### config.mk
export PLATFORM = sky130hd
export DESIGN_NAME = uabs_divider
export DESIGN_NICKNAME = d
export VERILOG_FILES = /design/src/hdl/uabs_pkg.sv /design/src/hdl/uabs_divider.sv
export SDC_FILE = /design/constraint.sdc
export NUM_CORES = 1
export LEC_CHECK = 0
export BUFFER_PORTS_ARGS = -buffer_cell sky130_fd_sc_hd__buf_2
export CORE_MARGIN = 2
export CORE_UTILIZATION = 50
export DETAILED_ROUTE_END_ITERATION = 7
export PLACE_DENSITY_LB_ADDON = 0.1
export SLEW_MARGIN = 20
export SYNTH_ARGS = -nofsm -noshare
export SYNTH_HDL_FRONTEND = slang
export SYNTH_SLANG_ARGS = --single-unit
export TNS_END_PERCENT = 20
### constraint.sdc
create_clock -name clk -period 7.2 [get_ports clk]
set_input_delay 0.72 -clock clk [delete_from_list [all_inputs] [get_ports clk]]
set_output_delay 0.72 -clock clk [all_outputs]
set_load 0.01 [all_outputs]
### src/hdl/uabs_pkg.sv
// ----------------------------------------------------------------------------
// uabs_pkg
// Shared widths, codes and handshake structs of the binary uABS coder.
// ----------------------------------------------------------------------------
package uabs_pkg;

  localparam int STACK_DEPTH = 4096;
  localparam int AW          = $clog2(STACK_DEPTH);
  localparam int CNT_W       = $clog2(STACK_DEPTH + 1);

  localparam int STATE_W  = 24;
  localparam int PROB_W   = 17;
  localparam int BASE_W   = 9;
  localparam int DIGIT_W  = 8;
  localparam int CMD_W    = 2;
  localparam int CFGI_W   = 2;
  localparam int STORED_W = 13;
  localparam int LIMIT_W  = PROB_W + BASE_W;

  // Serial divider: dividend, remainder and iteration counter widths.
  localparam int DIV_W  = 42;
  localparam int REM_W  = PROB_W + 1;
  localparam int DCNT_W = $clog2(DIV_W + 1);

  localparam logic [CMD_W-1:0] CMD_ENCODE  = 2'd0;
  localparam logic [CMD_W-1:0] CMD_DECODE  = 2'd1;
  localparam logic [CMD_W-1:0] CMD_RESTART = 2'd2;

  localparam logic [CFGI_W-1:0] REG_PROB_SCALE    = 2'd0;
  localparam logic [CFGI_W-1:0] REG_DIGIT_BASE    = 2'd1;
  localparam logic [CFGI_W-1:0] REG_INITIAL_STATE = 2'd2;

  localparam logic [PROB_W-1:0]  SCALE_RESET = 17'd4096;
  localparam logic [BASE_W-1:0]  BASE_RESET  = 9'd2;
  localparam logic [STATE_W-1:0] INIT_RESET  = 24'd4096;
  localparam logic [PROB_W-1:0]  SCALE_MIN   = 17'd2;
  localparam logic [PROB_W-1:0]  SCALE_MAX   = 17'd65536;
  localparam logic [BASE_W-1:0]  BASE_MIN    = 9'd2;
  localparam logic [BASE_W-1:0]  BASE_MAX    = 9'd256;

  typedef struct packed {
    logic               start;
    logic               short_op;   // dividend fits in STATE_W bits
    logic [DIV_W-1:0]   dividend;
    logic [PROB_W-1:0]  divisor;
  } div_req_t;

  typedef struct packed {
    logic               busy;
    logic               done;
    logic [DIV_W-1:0]   quotient;
    logic [PROB_W-1:0]  remainder;
  } div_rsp_t;

endpackage

### src/hdl/uabs_divider.sv
// ----------------------------------------------------------------------------
// uabs_divider
// Restoring divider, one quotient bit per cycle, with a short mode.
// ----------------------------------------------------------------------------
module uabs_divider import uabs_pkg::*; (
  input  logic     clk,
  input  logic     rst_n,
  input  div_req_t req,
  output div_rsp_t rsp
);

  localparam int PAD_W = DIV_W - STATE_W;

  logic              busy_r;
  logic              done_r;
  logic [DCNT_W-1:0] cnt_r;
  logic [DIV_W-1:0]  dvd_r;
  logic [REM_W-1:0]  rem_r;
  logic [PROB_W-1:0] dvs_r;

  logic [REM_W-1:0]  trial;
  logic              qbit;

  assign trial = {rem_r[REM_W-2:0], dvd_r[DIV_W-1]};
  assign qbit  = (trial >= {1'b0, dvs_r});

  always_ff @(posedge clk) begin
    if (!rst_n) begin
      busy_r <= 1'b0;
      done_r <= 1'b0;
      cnt_r  <= '0;
    end else begin
      done_r <= 1'b0;
      if (req.start) begin
        busy_r <= 1'b1;
        cnt_r  <= req.short_op ? DCNT_W'(STATE_W) : DCNT_W'(DIV_W);
      end else if (busy_r) begin
        cnt_r <= cnt_r - 1'b1;
        if (cnt_r == DCNT_W'(1)) begin
          busy_r <= 1'b0;
          done_r <= 1'b1;
        end
      end
    end
  end

  always_ff @(posedge clk) begin
    if (req.start) begin
      // Short mode places the state bits at the top; the zero padding ends up
      // above the quotient once all state bits are shifted through.
      dvd_r <= req.short_op ? {req.dividend[STATE_W-1:0], {PAD_W{1'b0}}} : req.dividend;
      rem_r <= '0;
      dvs_r <= req.divisor;
    end else if (busy_r) begin
      dvd_r <= {dvd_r[DIV_W-2:0], qbit};
      rem_r <= qbit ? (trial - {1'b0, dvs_r}) : trial;
    end
  end

  assign rsp.busy      = busy_r;
  assign rsp.done      = done_r;
  assign rsp.quotient  = dvd_r;
  assign rsp.remainder = rem_r[PROB_W-1:0];

endmodule

==> out/results.ini <==
[run_status]
status=complete, no violations

[sta]
worstMarginPinSlew_ns=0.850
fin_skew_ns=0.0153
max_freq_mhz=338
setup_viol=0
hold_ws_ns=0.514
min_period_over_period_pct=41.1
slew_headroom_pct=43.2
drv_slew=0
final.setup.tns_ns=0
hold_viol=0
rsz0062_at_grt=false
period_minus_slack_ns=2.96

[placed_design]
post-place-cells=635
routabilityCongestion=0.842
hpwlAfterDp_um=7200
port_buffers=123

[power_and_ir_drop]
p_per_area_nw_per_um2=215
power_leakage_nw=2.42
ir_drop_v=0.0000999

[detailed_routing]
drt-pass1-iter-count=4
wl_met2_um=4830
drt_drc_violations_left=0
met3_length_um=610
wl_per_cell_um=15.7
vias=3584
drtIter0Drc=170
drt-met1-wl_um=4760
routed_wl_um=10200
avgViaCountPerCell=5.51
ant_nets=0
top_layer=met4

[logic_synthesis]
yosys_warnings=0
yosysTopAreaCellShare_pct=39.6
synth_most_common_cell=edfxtp_1
synth-async-reset-ratio_pct=0
synthTopCellsByArea=edfxtp_1, dfxtp_1, mux2i_1, ha_1, a21oi_1
syn_nets=507
ys_types=47
synth-seq-cells=84
synth_area_per_cell_um2=10.6
synth_edf_count=59
synth_commonest_cells=edfxtp_1, nor2_1, a21oi_1
synth_ff_type=edfxtp_1
ys_seq_area_share_pct=50.8
yosys.area.top_type=edfxtp_1
netlist_instances=424
syn-cell-area_um2=4480

[global_route]
grt_use_total_pct=20.9
globalRouteOverflowTotal=0
grt_pass1_wl_um=16500
grt_pass1_vias=3394
antenna_found_initial=0
grt_max_degree=80

[floorplan]
die_x_um=98.6
ios=124
core_um2=8720
die_y_um=98.6
num_rows=34
start_util_pct=51.3
die-area_um2=9730

[worst_setup_path]
r2r_cells=10
cpMostUsedCell=inv_1
crit_end=rem_r[1]
cp_slowest_cell=a21oi_4
r2r_end=rem_r[1]
path_max_fanout=28
cp-startpoint=dvd_r[41]
end_kind=register
crit_required_ns=7.39
reg2reg_slack_ns=4.24
path_class=reg2reg
arrival_ns=3.15
r2r_start=dvd_r[41]
crit_path_max_incr_delay_ns=0.72
path_cells=inv_1 > ha_1 > inv_1 > fa_1 > a21oi_1 > o21a_1 > o221ai_2 > a21oi_4 > mux2i_1 > a211oi_2
setup.worst_path.start_class=register

[clocking]
post_cts_resized=0
cts_tree=done
cts-hold-fix-buffers=0
cts_buffer_depth=2
htreeDepth=3
cts_made_buffers=9
insertion_delay_ns=0.35
path_clk_slew_ns=0.10
cts-root-buf=clkbuf_8
cts.sinks=84
cts_setup_buffers=0

[job]
maxCapViolations=0

[worst_hold_path]
worstHoldPathType=reg2reg
min-delay-start=rem_r[8]

[finish]
area_growth_pct=18.9
nNetsFinal=621
fin_cells=651
drive_gt1_share_pct=27.3
diodes=0

-- how the worst min path moves through the flow --
stage / end / cells past startpoint
after global routing: dvs_r[16] / 1
after CTS: rem_r[9] / 2
after global placement: cnt_r[0] / 2
after detailed placement: rem_r[8] / 2
after floorplan: cnt_r[0] / 2
final: rem_r[9] / 2
-- cells by family (layout without fill, tap and decap cells) --
family | after synthesis | count (layout) | synth area share [%]
flip-flops | 84 | 84 | 50.8
AO/OA/AOI/OAI | 118 | 118 | 18.2
buffers and inverters | 53 | 172 | 4.86
XOR/XNOR | 15 | 15 | 2.93
AND/OR/NAND/NOR | 101 | 101 | 10.1
adder cells (fa/ha/maj) | 20 | 20 | 5.76
multiplexers | 33 | 33 | 7.38
-- cell usage in the layout (no fill, tap or decap), types with 17 or more instances in the layout --
cell type  synthesis  routed
ha_1              19      19
inv_1             30      30
buf_2              3     123
nor2_1            55      55
edfxtp_1          59      59
dfxtp_1           25      24
a22o_1            17      17
a21oi_1           43      43
nand2_1           19      19
mux2i_1           33      33
-- state kept, by name, indices dropped and copies added, names as in the netlist --
register,cells
busy_r,1
dvs_r,17
dvd_r,42
rem_r,17
done_r,1
cnt_r,6
-- through the flow --
step	total power, mW	utilization, %	setup slack, ns	area, µm²
5_1_grt	1.20	61.1	3.93	5330
6_report	1.14	61.1	4.24	5330
3_3_place_gp	0.834	59.0	4.00	5140
3_5_place_dp	0.839	59.0	3.83	5140
2_1_floorplan	0.754	-	4.67	4480
4_1_cts	1.15	61.0	4.20	5320
-- layout make-up --
class                   instances  area, µm²
fillers                       757       3400
flip-flops and latches         84       2270
multi-input cells             287       1990
repair buffers                126        638
well taps                     108        135
clock buffers                   9        124
inverters                      30        113
clock inverters                 7       55.1
-- power breakdown --
| part | internal [mW] | leakage [nW] | switching [mW] | total, mW |
|---|---|---|---|---|
| combinational | 0.0990 | 1.54 | 0.135 | 0.234 |
| clock | 0.130 | 0.0870 | 0.185 | 0.315 |
| sequential | 0.566 | 0.796 | 0.0287 | 0.595 |
-- worst max-delay path, delay by kind of cell, from the launching register on --
| kind | cells | cell delay [ns] |
|---|---|---|
| mux | 1 | 0.30 |
| buf+inv | 2 | 0.14 |
| compound gates | 5 | 1.43 |
| fa+ha+maj | 2 | 0.55 |
| flops | 1 | 0.39 |
-- layer usage --
metal | up-vias | global-route usage, %
met2 | 109 | 33.3
met3 | 2 | 3.48
met5 | - | 0
met1 | 1685 | 29.7
met4 | 0 | 5.80
li1 | 1788 | -
No activity file was read; power rests on OpenSTA's default activity.
